`src/sv/ssed_pkg.sv`:
```
// Shared constants, types and helpers for the scale-space extremum detector.
package ssed_pkg;

    localparam int MAX_WIDTH   = 1024;
    localparam int ADDR_BITS   = $clog2(MAX_WIDTH);
    localparam int SAMPLE_BITS = 24;
    localparam int COORD_BITS  = 10;
    localparam int CFG_BITS    = 11;
    localparam int SIGMA_BITS  = 4;
    localparam int IDX_BITS    = 2;
    localparam int LEVELS      = 3;
    localparam int ROWS        = 3;
    localparam int LANES       = 3;
    localparam int CNT_BITS    = (ADDR_BITS + 1 > CFG_BITS) ? ADDR_BITS + 1 : CFG_BITS;

    localparam logic [IDX_BITS-1:0] REG_FRAME_WIDTH  = 2'd0;
    localparam logic [IDX_BITS-1:0] REG_FRAME_HEIGHT = 2'd1;
    localparam logic [IDX_BITS-1:0] REG_SCALE_SIGMA  = 2'd2;

    localparam logic [CFG_BITS-1:0]   WIDTH_RESET  = 11'd640;
    localparam logic [CFG_BITS-1:0]   HEIGHT_RESET = 11'd480;
    localparam logic [SIGMA_BITS-1:0] SIGMA_RESET  = 4'd3;

    localparam logic [CNT_BITS-1:0]   WIDTH_MIN  = CNT_BITS'(3);
    localparam logic [CNT_BITS-1:0]   WIDTH_MAX  = CNT_BITS'(MAX_WIDTH);
    localparam logic [CNT_BITS-1:0]   HEIGHT_MIN = CNT_BITS'(3);
    localparam logic [CNT_BITS-1:0]   HEIGHT_MAX = CNT_BITS'(1024);
    localparam logic [SIGMA_BITS-1:0] SIGMA_MIN  = 4'd2;
    localparam logic [SIGMA_BITS-1:0] SIGMA_MAX  = 4'd15;

    typedef logic [SAMPLE_BITS-1:0] sample_t;
    typedef sample_t [LEVELS-1:0]   triple_t;
    typedef triple_t [ROWS-1:0]     column_t;

    typedef struct packed {
        logic ge;
        logic lt;
    } lane_res_t;

    typedef struct packed {
        logic [ADDR_BITS-1:0]  x;
        logic [COORD_BITS-1:0] y;
        logic                  test;
        sample_t               center;
    } pix_tag_t;

    function automatic logic [CNT_BITS-1:0] clamp_cnt(
        input logic [CNT_BITS-1:0] v,
        input logic [CNT_BITS-1:0] lo,
        input logic [CNT_BITS-1:0] hi
    );
        logic [CNT_BITS-1:0] r;
        r = v;
        if (v < lo)
        begin
            r = lo;
        end
        else if (v > hi)
        begin
            r = hi;
        end
        return r;
    endfunction

    function automatic logic [SIGMA_BITS-1:0] clamp_sigma(input logic [SIGMA_BITS-1:0] v);
        logic [SIGMA_BITS-1:0] r;
        r = v;
        if (v < SIGMA_MIN)
        begin
            r = SIGMA_MIN;
        end
        else if (v > SIGMA_MAX)
        begin
            r = SIGMA_MAX;
        end
        return r;
    endfunction

endpackage

```
`src/sv/ssed_lane.sv`:
```
// One comparison lane: tests the center sample against a 3x3 column of neighbors.
module ssed_lane (
    input  ssed_pkg::sample_t   center,
    input  ssed_pkg::column_t   column,
    input  logic                skip_center,
    output ssed_pkg::lane_res_t res
);

    always_comb
    begin
        res.ge = 1'b1;
        res.lt = 1'b1;
        for (int r = 0; r < ssed_pkg::ROWS; r++)
        begin
            for (int l = 0; l < ssed_pkg::LEVELS; l++)
            begin
                // drop the center sample itself from its own lane
                if (!(skip_center && r == 1 && l == 1))
                begin
                    if (!($signed(center) >= $signed(column[r][l])))
                    begin
                        res.ge = 1'b0;
                    end
                    if (!($signed(center) < $signed(column[r][l])))
                    begin
                        res.lt = 1'b0;
                    end
                end
            end
        end
    end

endmodule

```
`config.mk`:
```
export PLATFORM = sky130hd
export DESIGN_NAME = ssed_lane
export DESIGN_NICKNAME = d
export VERILOG_FILES = /design/src/sv/ssed_pkg.sv /design/src/sv/ssed_lane.sv
export SDC_FILE = /design/constraint.sdc
export NUM_CORES = 1
export LEC_CHECK = 0
export BUFFER_PORTS_ARGS = -buffer_cell sky130_fd_sc_hd__buf_2
export CAP_MARGIN = 30
export CORE_MARGIN = 10
export CORE_UTILIZATION = 27
export DETAILED_ROUTE_END_ITERATION = 6
export GPL_TIMING_DRIVEN = 1
export PLACE_DENSITY_LB_ADDON = 0.1
export SLEW_MARGIN = 20
export SYNTH_ARGS = -nofsm -noshare
export SYNTH_HDL_FRONTEND = slang
export SYNTH_SLANG_ARGS = --single-unit
```
`constraint.sdc`:
```
create_clock -name vclk -period 5.75
set_input_delay 1.725 -clock vclk [all_inputs]
set_output_delay 1.725 -clock vclk [all_outputs]
set_load 0.01 [all_outputs]
```
== Word-level counts from Yosys, hierarchy flattened ==
Cells that the tools add are included.

* Latch bits: 0
* Register bits: 0
* ROM bits: 0
* Output and inout bits: 2
* Word-level logic and storage cells: 37
* Memory bits (writable): 0
* Memories: 0

* Mux-type cells: 19
* Bitwise logic cells: 0
* Order comparisons: 18
* Eq/ne operators: 0
* Reduce and logical (&&, ||, !) cells: 0
* Multipliers: 0
* Shift operators: 0
* $add $sub $neg: 0
* Divide/modulo/power cells: 0

{| class="wikitable"
|+ Operators by type and width
! kind !! count
|-
| 24-bit >= comparator || 9
|-
| 24-bit less-than comparator || 9
|-
| 1-bit two-way mux || 18
|-
| 2-bit two-way mux || 1
|}

== Longest topological paths before layout ==
Gate-level depths: netlist of run 1.

* Depth after elaboration: 11
* Mapped depth: 10

== Worst setup path after synthesis of run 1 ==
OpenSTA, ideal clock, no wires.

* Kind: in2out
* From: input port column[71] (netlist bit)
* To: output port res[1] (netlist bit)
* Arrival time: 3.568 ns
* Slack: 0.457 ns
* Cell stages on the path: 9
* Data required time: 4.025 ns
* Cell sequence: inv_1 -> ha_1 -> nand4_1 -> nor4_1 -> and4_1 -> a21oi_1 -> mux2i_1 -> a2111oi_0 -> and4_1

{| class="wikitable"
|+ RTL lines
! item !! RTL line !! source
|-
| from (decl) || ssed_lane.sv:4 || <nowiki>input ssed_pkg::column_t column,</nowiki>
|-
| to (decl) || ssed_lane.sv:6 || <nowiki>output ssed_pkg::lane_res_t res</nowiki>
|}

==> metrics, run 1 <==
relative slew slack=between 70% and 80%; Max IR drop VDD=between 0.00002 and 0.00003 V; Total GRT Usage=between 10% and 20%; CP Max Fanout=6; Nets=about 1.6k; largest net degree at the start of global routing=10; Placer Congestion=0.869; Crit path required time=4.03 ns; first-pass GRT wire length=35500 microns; Final Max Tran Viols=0; Finish-stage setup viols=0; distinct cell type count after synthesis=43; Core ar.=~20000 sq um; WL/cell=between 15 and 20 microns; DRC=0; share of cells above drive strength 1=between 30% and 40%; worst slew pin tran=just over 0.4 ns; Row Count=between 50 and 60; max_cap viols=0; synth top area cells=ha_1, inv_1, a21oi_1; number of clock buffers in the layout=0; vias in the first global route=6643; Synth Instances=slightly below 800; Vias/cell=4.59; leakage=around 4.9 nW; register area=0 sq um; Post-Synth Adder-Cell Area=48.5%; DR vias=6279; Area growth syn-to-layout=52.0%; total chip power=~0.62 mW; Yosys top cell area share=approximately 48%; Tcrit/Tclk final=97.6%; die area=~27000 sq um; xor and xnor fraction of the mapped netlist area=less than 1%; GRT overflow=0; die width=164 microns; metal2 WL=10900 microns; metal1 wirelength=between 10000 and 15000 microns; CP endpoint=res[1]; FFs & Latches=0; Compound-Gate Fraction of Synth Area=between 10% and 20%; post-synthesis sequential area ratio=0%; arrival time at the worst endpoint=around 3.9 ns; Detail Placement HPWL=between 20000 and 25000 microns; drt initial violations=a little under 200; syn nets=between 1k and 1.5k; kind of critical path=in2out; Yosys warning count=0; Top Ports=243; die height=approximately 160 microns; Starting Density=a little over a quarter; multiplexer share of the synthesized area=~1.3%; final wirelength=around 24000 microns; met3 wire length=about 1500 microns; Power Dens Cells=about 73 nW/um^2; outcome=finished, final reports clean; final-report hold violation count=0; Hold Crit Class=in2out; synthesized cell area=5580 sq um; crit path time final=~5.6 ns; drt pass-1 iters=5; initial antenna violation count=1; largest family of logic cells by synthesized area=adder cells; Setup TNS=0 ns; Antenna Nets Post-Route=0; post-synth top area cell=ha_1; IO buf count=243; Worst Setup SP=center[20]; uppermost layer routed=met4; Avg Synthesized Cell Area=approximately 7 sq um; fmax=between 0.15 and 0.2 GHz; simple-gate share of the synthesized area=16.7%; Crit. End Element=output port; post-route core utilization=41.8%; element type at the critical path start=input pin
## how the worst min path moves through the flow
stage,from,to,slack (ns),cells after the start
after floorplan,skip_center,res[0],3.65,2
after global placement,skip_center,res[0],3.92,4
after detailed placement,skip_center,res[0],3.90,4
after CTS,skip_center,res[0],3.91,4
after global routing,skip_center,res[0],4.02,4
final,skip_center,res[0],3.95,4
## logic make-up (layout without fill, tap and decap cells)
kind of cell,Yosys count,after routing
fa+ha+maj,216,216
buf+inv,211,525
simple gates,177,177
compound gates,167,167
mux,7,7
xor+xnor,5,5
other cells,0,2
## through the flow
stage | hold WS [ns] | cells | cell area [sq um] | worst slack, ns
finish | 3.95 | 1369 | 8480 | 0.136
global route | 4.02 | 1367 | 8470 | -0.0212
CTS | 3.91 | 1365 | 7770 | 0.00269
detailed placement | 3.90 | 1365 | 7670 | -0.200
global placement | 3.92 | 1365 | 7670 | -0.216
floorplan | 3.65 | 783 | 5580 | 0.457
## power breakdown
group | internal [mW] | switching (mW)
registers | 0 | 0
clock network | 0.0000000466 | 0
logic | 0.302 | 0.313
total | 0.302 | 0.313
## synth_stat cells (all sizes together), types with 5 or more instances
library cell  count
a21o             15
mux2i             7
a21oi            77
nand3            21
nor2b            13
and4              7
a211oi            9
a221oi            5
nor4              6
nand2            47
ha              216
o21ai            26
inv             211
nand4            42
o211ai           11
nor2             29
## area by class of cell
| cell class | instances | area, sq um |
|---|---|---|
| Antenna cell | 2 | 5.00 |
| Multi-Input combinational cell | 572 | 5420 |
| Fill cell | 2188 | 11800 |
| Timing Repair Buffer | 314 | 1920 |
| Tap cell | 270 | 338 |
| Inverter | 211 | 795 |
## critical path: stages
cell and delay (ns):
buf_6 0.13, buf_12 0.13, ha_1 0.29, nand4_1 0.15, nor4_2 0.05, buf_4 0.15
a211oi_2 0.29, o21ai_4 0.12, mux2i_2 0.18, a2111oi_2 0.30, and4_1 0.25, buf_6 0.11
## metal layers
layer,up-vias,global-route usage (%)
li1,3379,-
met1,2724,21.8
met2,166,28.4
met3,10,3.00
met4,0,1.18
met5,-,0
## cell usage in the layout (no fill, tap or decap), types with 15 or more instances in the layout
master	instances
nand2_1	44
o21ai_0	16
nand3_1	18
nand4_1	42
buf_2	222
nor2_1	27
inv_1	203
ha_4	28
ha_1	188
a21oi_1	65
a21o_1	15
buf_4	70
## repair_timing
action,in CTS,in global routing
resized for setup,28,143
hold buffers,0,0
endpoints found under the setup margin,2,2
setup buffers,0,5
pin swaps,12,50
(Power assumes the default switching activity.)
==> run 2: changes to the inputs <==
- BUFFER_PORTS_ARGS: -buffer_cell sky130_fd_sc_hd__buf_2 -> -buffer_cell sky130_fd_sc_hd__clkbuf_2
- SKIP_LAST_GASP: not set -> 1
==> metrics, run 2 (same netlist as run 1, synthesis figures left out) <==
Final Max Tran Viols=0; number of clock buffers in the layout=0; Row Count=52; kind of critical path=in2out; DR vias=around 6.4k; Antenna Nets Post-Route=0; FFs & Latches=0; worst slew pin tran=0.430 ns; arrival time at the worst endpoint=about 4 ns; Core ar.=20300 sq um; WL/cell=about 17 microns; register area=0 sq um; multi-input logic area=about 5300 sq um; die width=around 160 microns; Detail Placement HPWL=~21000 microns; first-pass GRT wire length=roughly 36000 microns; final wirelength=around 24000 microns; Tcrit/Tclk final=between 90% and 100%; crit path time final=about 5.7 ns; Hold Crit Class=in2out; total chip power=around 0.63 mW; Placement Setup Slack=-0.191 ns; largest net degree at the start of global routing=10; GRT overflow=0; Top Ports=between 200 and 250; drt pass-1 iters=4; IO buf count=around 240; relative slew slack=between 70% and 80%; element type at the critical path start=input pin; max_cap viols=0; Placer Congestion=0.803; Finish-stage setup viols=0; Nets=1589; final-report hold violation count=0; Power Dens Cells=between 70 and 80 nW/um^2; worst setup margin=~0.034 ns; initial antenna violation count=4; Crit. End Element=output port; drt initial violations=191; DRC=0; Area growth syn-to-layout=54.7%; CP Max Fanout=9; FILL cells=about 2.2k; vias in the first global route=around 6.9k; fmax=approximately 0.17 GHz; die area=between 20000 and 30000 sq um; die height=164 microns; outcome=finished, final reports clean; commonest non-fill, non-tap cell in the layout=clkbuf_2; post-route core utilization=between 40% and 50%; Total GRT Usage=between 10% and 20%; Vias/cell=4.54; Max IR drop VDD=around 0.000026 V; unrepaired setup endpoints after global routing=true; most frequent cells in the layout=clkbuf_2, inv_1, ha_1, buf_4, a21oi_1; hold path depth=4; share of cells above drive strength 1=37.3%; Crit path required time=a little over 4 ns; Starting Density=27.5%; leakage=5.12 nW
==> run 2: cell count changes in the layout (fill, tap and decap cells not counted), sizes merged <==
cell,delta
clkbuf,+230
buf,-197
diode,+2
==> run 2: worst max-delay path: stages <==
cell and delay (ns):
clkbuf_4 0.20, ha_1 0.34, and4_4 0.24, nand2_2 0.10
nor4_4 0.24, buf_4 0.18, a21oi_2 0.07, mux2i_2 0.17
a2111oi_4 0.33, and4_1 0.24, clkbuf_8 0.14
==> run 2: path summary, 6_finish.rpt <==
| check | start | endpoint |
|---|---|---|
| hold / removal | skip_center | res[0] |
| setup / recovery | center[23] | res[1] |
==> run 2: repair_timing <==
action	CTS	global route
pin swaps	23	43
setup endpoints to repair	2	2
gates resized for setup	70	65
hold buffers	0	0
buffers inserted	5	6
==> run 2: cell type report <==
cell class / instances / area share [%]
repair buffers: 347 / 25.4
well taps: 270 / 3.92
inverters: 211 / 9.21
multi-input cells: 572 / 61.4
diodes: 4 / 0.116
==> run 2: report_power, final <==
group	leakage (nW)	switching, mW	internal [mW]
Clock	0.0000254	0	0.0000000932
Combinational	5.12	0.311	0.317
Sequential	0	0	0
==> run 2: routing by layer <==
metal | wire length [microns] | global-route usage, % | vias to the layer above
li1 | - | - | 3440
met1 | 10900 | 21.4 | 2775
met2 | 11100 | 28.9 | 150
met3 | 1460 | 3.23 | 4
met4 | 126 | 1.14 | 0
met5 | 0 | 0 | -
==> run 2: per-stage QoR <==
step           std cells  instance area (sq um)  setup TNS, ns  hold slack [ns]
3_5_place_dp        1391                   7860         -0.379             3.89
4_1_cts             1394                   8230        -0.0431             3.91
2_1_floorplan        783                   5580              0             3.65
3_3_place_gp        1391                   7860         -0.390             3.90
6_report            1404                   8630              0             3.87
5_1_grt             1402                   8620         -0.160             3.90
