[src/sv/ssed_pkg.sv]
// Shared constants, types and helpers for the scale-space extremum detector.
package ssed_pkg;

    localparam int MAX_WIDTH   = 1024;
    localparam int ADDR_BITS   = $clog2(MAX_WIDTH);
    localparam int SAMPLE_BITS = 24;
    localparam int COORD_BITS  = 10;
    localparam int CFG_BITS    = 11;
    localparam int SIGMA_BITS  = 4;
    localparam int IDX_BITS    = 2;
    localparam int LEVELS      = 3;
    localparam int ROWS        = 3;
    localparam int LANES       = 3;
    localparam int CNT_BITS    = (ADDR_BITS + 1 > CFG_BITS) ? ADDR_BITS + 1 : CFG_BITS;

    localparam logic [IDX_BITS-1:0] REG_FRAME_WIDTH  = 2'd0;
    localparam logic [IDX_BITS-1:0] REG_FRAME_HEIGHT = 2'd1;
    localparam logic [IDX_BITS-1:0] REG_SCALE_SIGMA  = 2'd2;

    localparam logic [CFG_BITS-1:0]   WIDTH_RESET  = 11'd640;
    localparam logic [CFG_BITS-1:0]   HEIGHT_RESET = 11'd480;
    localparam logic [SIGMA_BITS-1:0] SIGMA_RESET  = 4'd3;

    localparam logic [CNT_BITS-1:0]   WIDTH_MIN  = CNT_BITS'(3);
    localparam logic [CNT_BITS-1:0]   WIDTH_MAX  = CNT_BITS'(MAX_WIDTH);
    localparam logic [CNT_BITS-1:0]   HEIGHT_MIN = CNT_BITS'(3);
    localparam logic [CNT_BITS-1:0]   HEIGHT_MAX = CNT_BITS'(1024);
    localparam logic [SIGMA_BITS-1:0] SIGMA_MIN  = 4'd2;
    localparam logic [SIGMA_BITS-1:0] SIGMA_MAX  = 4'd15;

    typedef logic [SAMPLE_BITS-1:0] sample_t;
    typedef sample_t [LEVELS-1:0]   triple_t;
    typedef triple_t [ROWS-1:0]     column_t;

    typedef struct packed {
        logic ge;
        logic lt;
    } lane_res_t;

    typedef struct packed {
        logic [ADDR_BITS-1:0]  x;
        logic [COORD_BITS-1:0] y;
        logic                  test;
        sample_t               center;
    } pix_tag_t;

    function automatic logic [CNT_BITS-1:0] clamp_cnt(
        input logic [CNT_BITS-1:0] v,
        input logic [CNT_BITS-1:0] lo,
        input logic [CNT_BITS-1:0] hi
    );
        logic [CNT_BITS-1:0] r;
        r = v;
        if (v < lo)
        begin
            r = lo;
        end
        else if (v > hi)
        begin
            r = hi;
        end
        return r;
    endfunction

    function automatic logic [SIGMA_BITS-1:0] clamp_sigma(input logic [SIGMA_BITS-1:0] v);
        logic [SIGMA_BITS-1:0] r;
        r = v;
        if (v < SIGMA_MIN)
        begin
            r = SIGMA_MIN;
        end
        else if (v > SIGMA_MAX)
        begin
            r = SIGMA_MAX;
        end
        return r;
    endfunction

endpackage

[src/sv/ssed_merge.sv]
// Lane result register, merge of lane flags and the blob output register.
module ssed_merge (
    input  logic                                   clk,
    input  logic                                   rst_n,
    input  logic                                   in_valid,
    output logic                                   in_ready,
    input  ssed_pkg::lane_res_t [ssed_pkg::LANES-1:0] lanes,
    input  ssed_pkg::pix_tag_t                     tag,
    input  logic [ssed_pkg::SIGMA_BITS-1:0]        sigma,
    output logic                                   out_valid,
    input  logic                                   out_ready,
    output logic [ssed_pkg::COORD_BITS-1:0]        blob_x,
    output logic [ssed_pkg::COORD_BITS-1:0]        blob_y,
    output logic signed [ssed_pkg::SAMPLE_BITS-1:0] blob_value,
    output logic                                   is_maximum,
    output logic [ssed_pkg::SIGMA_BITS-1:0]        blob_scale
);

    logic                                     s2_valid_reg;
    ssed_pkg::lane_res_t [ssed_pkg::LANES-1:0] s2_lanes_reg;
    ssed_pkg::pix_tag_t                       s2_tag_reg;
    logic                                     out_valid_reg;
    logic [ssed_pkg::COORD_BITS-1:0]          blob_x_reg;
    logic [ssed_pkg::COORD_BITS-1:0]          blob_y_reg;
    ssed_pkg::sample_t                        blob_value_reg;
    logic                                     is_maximum_reg;
    logic [ssed_pkg::SIGMA_BITS-1:0]          blob_scale_reg;

    logic out_free;
    logic ge_all;
    logic lt_all;
    logic hit;

    assign out_free = !out_valid_reg || out_ready;
    assign in_ready = !s2_valid_reg || out_free;

    always_comb
    begin
        ge_all = 1'b1;
        lt_all = 1'b1;
        for (int i = 0; i < ssed_pkg::LANES; i++)
        begin
            ge_all = ge_all & s2_lanes_reg[i].ge;
            lt_all = lt_all & s2_lanes_reg[i].lt;
        end
    end

    assign hit = s2_valid_reg && s2_tag_reg.test && (ge_all || lt_all);

    always_ff @(posedge clk or negedge rst_n)
    begin
        if (!rst_n)
        begin
            s2_valid_reg  <= 1'b0;
            out_valid_reg <= 1'b0;
        end
        else
        begin
            if (in_ready)
            begin
                s2_valid_reg <= in_valid;
            end
            if (out_free)
            begin
                out_valid_reg <= hit;
            end
        end
    end

    always_ff @(posedge clk)
    begin
        if (in_ready && in_valid)
        begin
            s2_lanes_reg <= lanes;
            s2_tag_reg   <= tag;
        end
        if (out_free && hit)
        begin
            blob_x_reg     <= ssed_pkg::COORD_BITS'(s2_tag_reg.x - ssed_pkg::ADDR_BITS'(1));
            blob_y_reg     <= s2_tag_reg.y - ssed_pkg::COORD_BITS'(1);
            blob_value_reg <= s2_tag_reg.center;
            is_maximum_reg <= ge_all;
            blob_scale_reg <= sigma;
        end
    end

    assign out_valid  = out_valid_reg;
    assign blob_x     = blob_x_reg;
    assign blob_y     = blob_y_reg;
    assign blob_value = blob_value_reg;
    assign is_maximum = is_maximum_reg;
    assign blob_scale = blob_scale_reg;

endmodule

[config.mk]
export PLATFORM = sky130hd
export DESIGN_NAME = ssed_merge
export DESIGN_NICKNAME = d
export VERILOG_FILES = /design/src/sv/ssed_pkg.sv /design/src/sv/ssed_merge.sv
export SDC_FILE = /design/constraint.sdc
export NUM_CORES = 1
export LEC_CHECK = 0
export ABC_AREA = 1
export BUFFER_PORTS_ARGS = -buffer_cell sky130_fd_sc_hd__buf_2
export CAP_MARGIN = 20
export CORE_ASPECT_RATIO = 0.5
export CORE_UTILIZATION = 54
export CTS_CLUSTER_DIAMETER = 30
export DETAILED_ROUTE_END_ITERATION = 12
export PLACE_DENSITY = 0.86
export SLEW_MARGIN = 20
export SYNTH_ARGS = -nofsm -noshare
export SYNTH_HDL_FRONTEND = slang
export SYNTH_SLANG_ARGS = --single-unit
export TNS_END_PERCENT = 20
[constraint.sdc]
create_clock -name clk -period 7.5 [get_ports clk]
set_input_delay 0 -clock clk [delete_from_list [all_inputs] [get_ports clk]]
set_output_delay 0 -clock clk [all_outputs]
set_load 0.02 [all_outputs]
Word-level counts from Yosys, hierarchy flattened
Cells that the tools add are included.
W data, S select, Z words.
- logic and storage cells: 32
- register bits: 102
- add/sub/neg operators: 2
- bitwise logic cells: 4
- reductions and logical operators: 9
- operators with widths (cell ; number):
    $sub A10 B1 Y10 const B ; 2
    $and A1 B1 Y1 ; 4
    $logic_and A1 B1 Y1 ; 4
    $logic_or A1 B1 Y1 ; 3
    $logic_not A1 Y1 ; 2

Longest topological paths before layout
Gate-level depths: netlist of the first run.
- depth after elaboration: 5
- mapped depth: 7

Least setup slack after synthesis of the first run
OpenSTA, ideal clock, no wires.
- path kind: reg-to-reg
- start point: register out_valid_reg, in the netlist out_valid
- end point: register blob_scale_reg (netlist bit blob_scale[0]) (enable)
- slack: 4.409 ns
- library setup time: 0.456 ns
- data required time: 7.044 ns
- path buffers: 0
- stages on the path, launching flop included: 4
- arrival: 2.635 ns
- clock period less this slack: 3.091 ns
- cells stage by stage: dfrtp_1 inv_1 nor2_1 nor2_1
- cells in the longest elaborated chain, start to end: 3
- RTL lines (element ; RTL line ; RTL):
    start: declaration ; ssed_merge.sv:22 ; logic out_valid_reg;
    start signal: assignment ; ssed_merge.sv:65 ; out_valid_reg <= hit;
    $logic_not A1 Y1 ; ssed_merge.sv:34 ; assign out_free = !out_valid_reg || out_ready;
    $logic_or A1 B1 Y1 ; ssed_merge.sv:34 ;
    $logic_and A1 B1 Y1 ; ssed_merge.sv:77 ; if (out_free && hit)
    end signal: assignment ; ssed_merge.sv:83 ; blob_scale_reg <= sigma;
    end: declaration ; ssed_merge.sv:27 ; logic [ssed_pkg::SIGMA_BITS-1:0] blob_scale_reg;
Every way passes these cells.
A chain may end at the register's enable or synchronous reset.

Worst setup path in the final report of the first run
- start point: register out_valid_reg, in the netlist out_valid
- end point: register s2_tag_reg[34] (netlist name) (enable)
- cells in the longest elaborated chain, start to end: 4
- RTL lines (element ; RTL line ; RTL):
    $logic_not A1 Y1 ; ssed_merge.sv:34 ;
    $logic_or A1 B1 Y1 ; ssed_merge.sv:34 ;
    $logic_or A1 B1 Y1 ; ssed_merge.sv:35 ; assign in_ready = !s2_valid_reg || out_free;
    $logic_and A1 B1 Y1 ; ssed_merge.sv:72 ; if (in_ready && in_valid)
    end signal: assignment ; ssed_merge.sv:75 ; s2_tag_reg <= tag;
    end: declaration ; ssed_merge.sv:21 ; ssed_pkg::pix_tag_t s2_tag_reg;
Every way passes these cells.

==> flow_summary.ini, run 1 <==
[grt]
grt_max_degree = 52
grt_overflow = 0
grt_pass1_vias = 2353
antenna_found_initial = 0
grt.total_usage = 0.240
grt_pass1_wl_um = 11400

[power]
ir_drop_mv = 0.160
leakage_nw = 2.08
power_density_nw_per_um2 = 232
p_total_mw = 1.18

[floorplanning]
core.rowCount = 20
start_util = 0.573
dieWidth_um = 117
dieArea_um2 = 6940
coreArea_um2 = 6210
die-height_um = 59.4
io_pins = 110

[logic_synthesis]
async_flop_share = 0.0196
netlist.area_leader.share = 0.844
synth_area_um2 = 3560
synth_seq_cells = 102
syn_avg_cell_area_um2 = 17.4
ys_seq_area_frac = 0.858
synthesis.nets = 266
yosysTopAreaCell = edfxtp_1
synthCells = 205
synth_edf_count = 100
yosys_warnings = 0
synth.distinct_cells = 17
synth_area_leaders = edfxtp_1 84%, nand2_1 3.6%, inv_1 2.2%, xor2_1 1.5%, dfrtp_1 1.4%
synth-main-ff-cell = edfxtp_1

[finish]
layout.cells.non_filler = 478
layout.nets = 446
final_common_cell = buf_2
diodes = 0
largest_register_ffs = 45
final_cell_mix = 109 x buf_2, 100 x edfxtp_1, 59 x dlygate4sd3_1
drive_gt1_frac = 0.364
area_delta_synth_final_pct = 43.3
fin_util = 0.821
fill_cells = 316

[route]
via_per_inst = 4.75
drt-wirelength-per-cell_um = 15.9
route.antenna.remaining_nets = 0
drt-pass1-iter-count = 4
drc = 0
drtIter0Drc = 150
wl_um = 7580
vias = 2270

[cts]
cts_tree = done
cts.sinks = 102
post_cts_buffers = 0
clk_pin_slew_ps = 70
clock_latency_ps = 340
h-tree-depth = 3
clk_path_buf_depth = 2
cts_root_buffer = clkbuf_16
cts_buffers = 9

[timing]
setup_violations = 0
max_freq_mhz = 509
rsz0062_at_grt = false
hold_viol = 0
clock_skew_ps = 9.73
slew_viol_final = 0
relSlewSlack = 0.303
worst_slew_pin_slew_ps = 1040
period_share = 0.262
period_minus_slack_ps = 1970
fin_setup_tns_ps = 0

[worst_hold_path]
hp-class = in2reg

[setup_path]
slowest_stage = inv_2
cp_max_fo = 51
path_cells = inv_1 -> nor2_1 -> nand2_1 -> nand2_1 -> inv_2
cp.required_ps = 7460
arrival_ps = 1920
crit_path_end_kind = register
crit_top_cell = nand2_1
path_class = reg2reg
slowest_delay_ps = 770
crit_path_start_kind = register

[placement]
post-place-cells = 403
dp_hpwl_um = 4120
gp_congestion = 0.858
io_buffer_count = 109

[run]
maxCapViolations = 0

[outcome]
outcome = completed
cells by family (layout without fill, tap and decap cells):
group	Yosys count	after routing	share of synthesized area
xor gates and xnor gates	6	6	0.0148
buffers and inverters	25	210	0.0264
AOI/OAI and AO/OA	5	5	0.00703
and+or+nand+nor	65	65	0.0865
DFF	102	102	0.858
adders and majority gates	2	2	0.00703
worst max-delay path, delay by kind of cell, from the launching register on:
kind,cells,cell delay [ps]
buffers and inverters,2,850
flip-flops,1,400
AND/OR/NAND/NOR,3,330
power by group:
part           total, mW  switching (mW)  internal, mW  leakage [nW]
Clock              0.431           0.196         0.235         0.129
Combinational     0.0861          0.0443        0.0419         0.985
Sequential         0.667          0.0103         0.657         0.968
timing repair:
item | 4_1_cts | 5_1_grt
hold endpoints to repair | 59 | 1
gates resized for setup | 0 | 0
endpoints found under the setup margin | 0 | 0
hold buffers | 58 | 1
metrics by stage:
step / instance area (µm²) / setup WS [ps] / hold WS, ps
CTS: 5090 / 5580 / 3.86
floorplan: 3560 / 4410 / -296
global placement: 4230 / 5780 / -214
global route: 5100 / 5380 / 370
finish: 5100 / 5530 / 359
detailed placement: 4230 / 5590 / -204
synthesized netlist by cell type, types with 2 or more instances:
master	n
ha_1	2
nor2_4	2
nand3_1	8
nor2_1	8
o21ai_0	4
nand3b_1	2
nand2_2	4
xor2_1	6
edfxtp_1	100
nand2_1	34
nor2_2	5
dfrtp_1	2
inv_2	4
inv_1	21
cell type report:
type / instances / area [µm²] / area share
Clock inverter: 4 / 32.5 / 0.00638
Tap cell: 88 / 110 / 0.0216
Clock buffer: 12 / 246 / 0.0484
Inverter: 25 / 93.8 / 0.0184
Multi-Input combinational cell: 78 / 418 / 0.0820
Sequential cell: 102 / 3050 / 0.599
Timing Repair Buffer: 169 / 1140 / 0.224
layer usage:
layer	wire [µm]	up-vias	track usage
li1	-	1076	-
met1	2830	1077	0.257
met2	4160	93	0.447
met3	352	24	0.0562
met4	233	0	0.136
met5	0	-	0
worst paths after layout:
| path | from | cells after the start | slack, ps | end |
|---|---|---|---|---|
| max in group asynchronous | rst_n | 3 | 6860 | s2_valid_reg |
| hold / removal | tag[13] | 2 | 360 | s2_tag_reg[13] |
| setup / recovery | out_valid | 5 | 5530 | s2_tag_reg[34] |
| hold reg to reg | s2_tag_reg[14] | 0 | 420 | blob_value[14] |
| setup reg to reg | out_valid | 5 | 5530 | s2_tag_reg[34] |
| min in group asynchronous | rst_n | 3 | 540 | out_valid |
Note: power is estimated with default switching activity, not from simulation.
==> inputs of run 2 (changes only) <==
Settings changed: CORE_UTILIZATION 54 to 50, PLACE_DENSITY 0.86 to 0.8.
Clock period 7.5 ns to 1.9 ns, I/O delays scaled along.
==> flow_summary.ini, run 2 (synthesis results as in run 1) <==
[power]
intPower_mw = 3.68
switchingPower_uw = 915
combPwrFrac = 0.075
clock_power_share = 0.353
leakage_nw = 2.10
ir_drop_mv = 0.592
switching_share = 0.199
power_density_nw_per_um2 = 897
p_total_mw = 4.60
p_seq_frac = 0.572

[cts]
cts.sinks = 102
cts_root_buffer = clkbuf_16
h-tree-depth = 3
clk_pin_slew_ps = 60
clock_latency_ps = 330
cts-resized-gates = 0
post_cts_buffers = 0
cts_tree = done
cts_buffers = 9
clk_path_buf_depth = 2

[timing]
rsz0062_at_grt = false
relSlewSlack = 0.816
worst_slew_pin_slew_ps = 277
setup_violations = 0
period_minus_slack_ps = 1420
hold_viol = 0
period_share = 0.749
slew_viol_final = 0
max_freq_mhz = 703
clock_skew_ps = 5.49

[finish]
final_cell_mix = 109 x buf_2, 100 x edfxtp_1, 59 x dlygate4sd3_1
final_common_cell = buf_2
drive_gt1_frac = 0.363
fin_area_um2 = 5120
diodes = 0
area_delta_synth_final_pct = 44.1
layout.cells.non_filler = 483
largest_register_ffs = 45
layout.nets = 447
fill_cells = 447
seq_area_um2 = 3050
multiInputGateArea_um2 = 418

[grt]
antenna_found_initial = 0
grt_overflow = 0
grt.total_usage = 0.181
grt_max_degree = 52
grt_pass1_wl_um = 9640
grt_pass1_vias = 2177

[floorplanning]
dieWidth_um = 121
die-height_um = 61.6
dieArea_um2 = 7480
start_util = 0.525
coreArea_um2 = 6780
core.rowCount = 21
io_pins = 110

[setup_path]
arrival_ps = 1430
crit_path_start_kind = register
path_cells = inv_1 -> nor2_1 -> nand2_1 -> nand2_1 -> inv_2 -> buf_12
crit_top_cell = nand2_1
slowest_delay_ps = 390
cp.required_ps = 1910
slowest_stage = dfrtp_1
path_class = reg2reg
crit_path_end_kind = register
cp.buffers_inverters = 3
cp_top_family = buffers and inverters
cp_max_fo = 51

[placement]
post-place-cells = 408
dp_hpwl_um = 3980
gp_congestion = 0.795
place_area_um2 = 4270
io_buffer_count = 109

[route]
vias = 2182
wl_um = 6650
route.antenna.remaining_nets = 0
drc = 0
drt-wirelength-per-cell_um = 13.8
via_per_inst = 4.52
drt-pass1-iter-count = 4
drtIter0Drc = 121

[run]
maxCapViolations = 0

[outcome]
outcome = completed

[worst_hold_path]
hp-class = in2reg
[run 2: layout make-up]
class	instances	area share
Clock buffer	12	0.0481
Clock inverter	4	0.00439
Inverter	25	0.0183
Multi-Input combinational cell	78	0.0815
Sequential cell	102	0.596
Tap cell	92	0.0225
Timing Repair Buffer	170	0.229
[run 2: through the flow]
step           hold slack, ps  worst slack (ps)  utilization  TNS, ps
6_report                  369               477        0.756        0
5_1_grt                   370               384        0.756        0
4_1_cts                   354               473        0.756        0
3_5_place_dp             -210               486        0.629        0
3_3_place_gp             -214               587        0.629        0
2_1_floorplan            -296              -385            -   -38450
[run 2: final timing paths]
kind,from,endpoint,slack [ps],cells after the start
hold / removal,tag[12],s2_tag_reg[12],370,2
max in group asynchronous,rst_n,out_valid,1200,3
hold reg to reg,s2_tag_reg[1],blob_value[1],420,0
min in group asynchronous,rst_n,s2_valid_reg,550,3
setup reg to reg,out_valid,s2_tag_reg[25],480,6
setup / recovery,out_valid,s2_tag_reg[25],480,6
[run 2: metal layers]
metal,share of wire,vias up,GRT usage
li1,-,1078,-
met1,0.37,1026,0.176
met2,0.57,67,0.358
met3,0.048,11,0.0602
met4,0.015,0,0.0935
met5,0,-,0
[run 2: timing repair]
item,4_1_cts,5_1_grt
hold buffers,59,0
endpoints found under the setup margin,0,0
endpoints found under the hold margin,59,0
[run 2: power groups by stage]
stage	registers, mW	logic, mW	clock network (mW)
after detailed placement	2.67	0.246	0
after global placement	2.67	0.234	0
after floorplan	2.70	0.0933	0
after CTS	2.63	0.340	1.66
final	2.63	0.345	1.62
after global routing	2.63	0.375	1.75
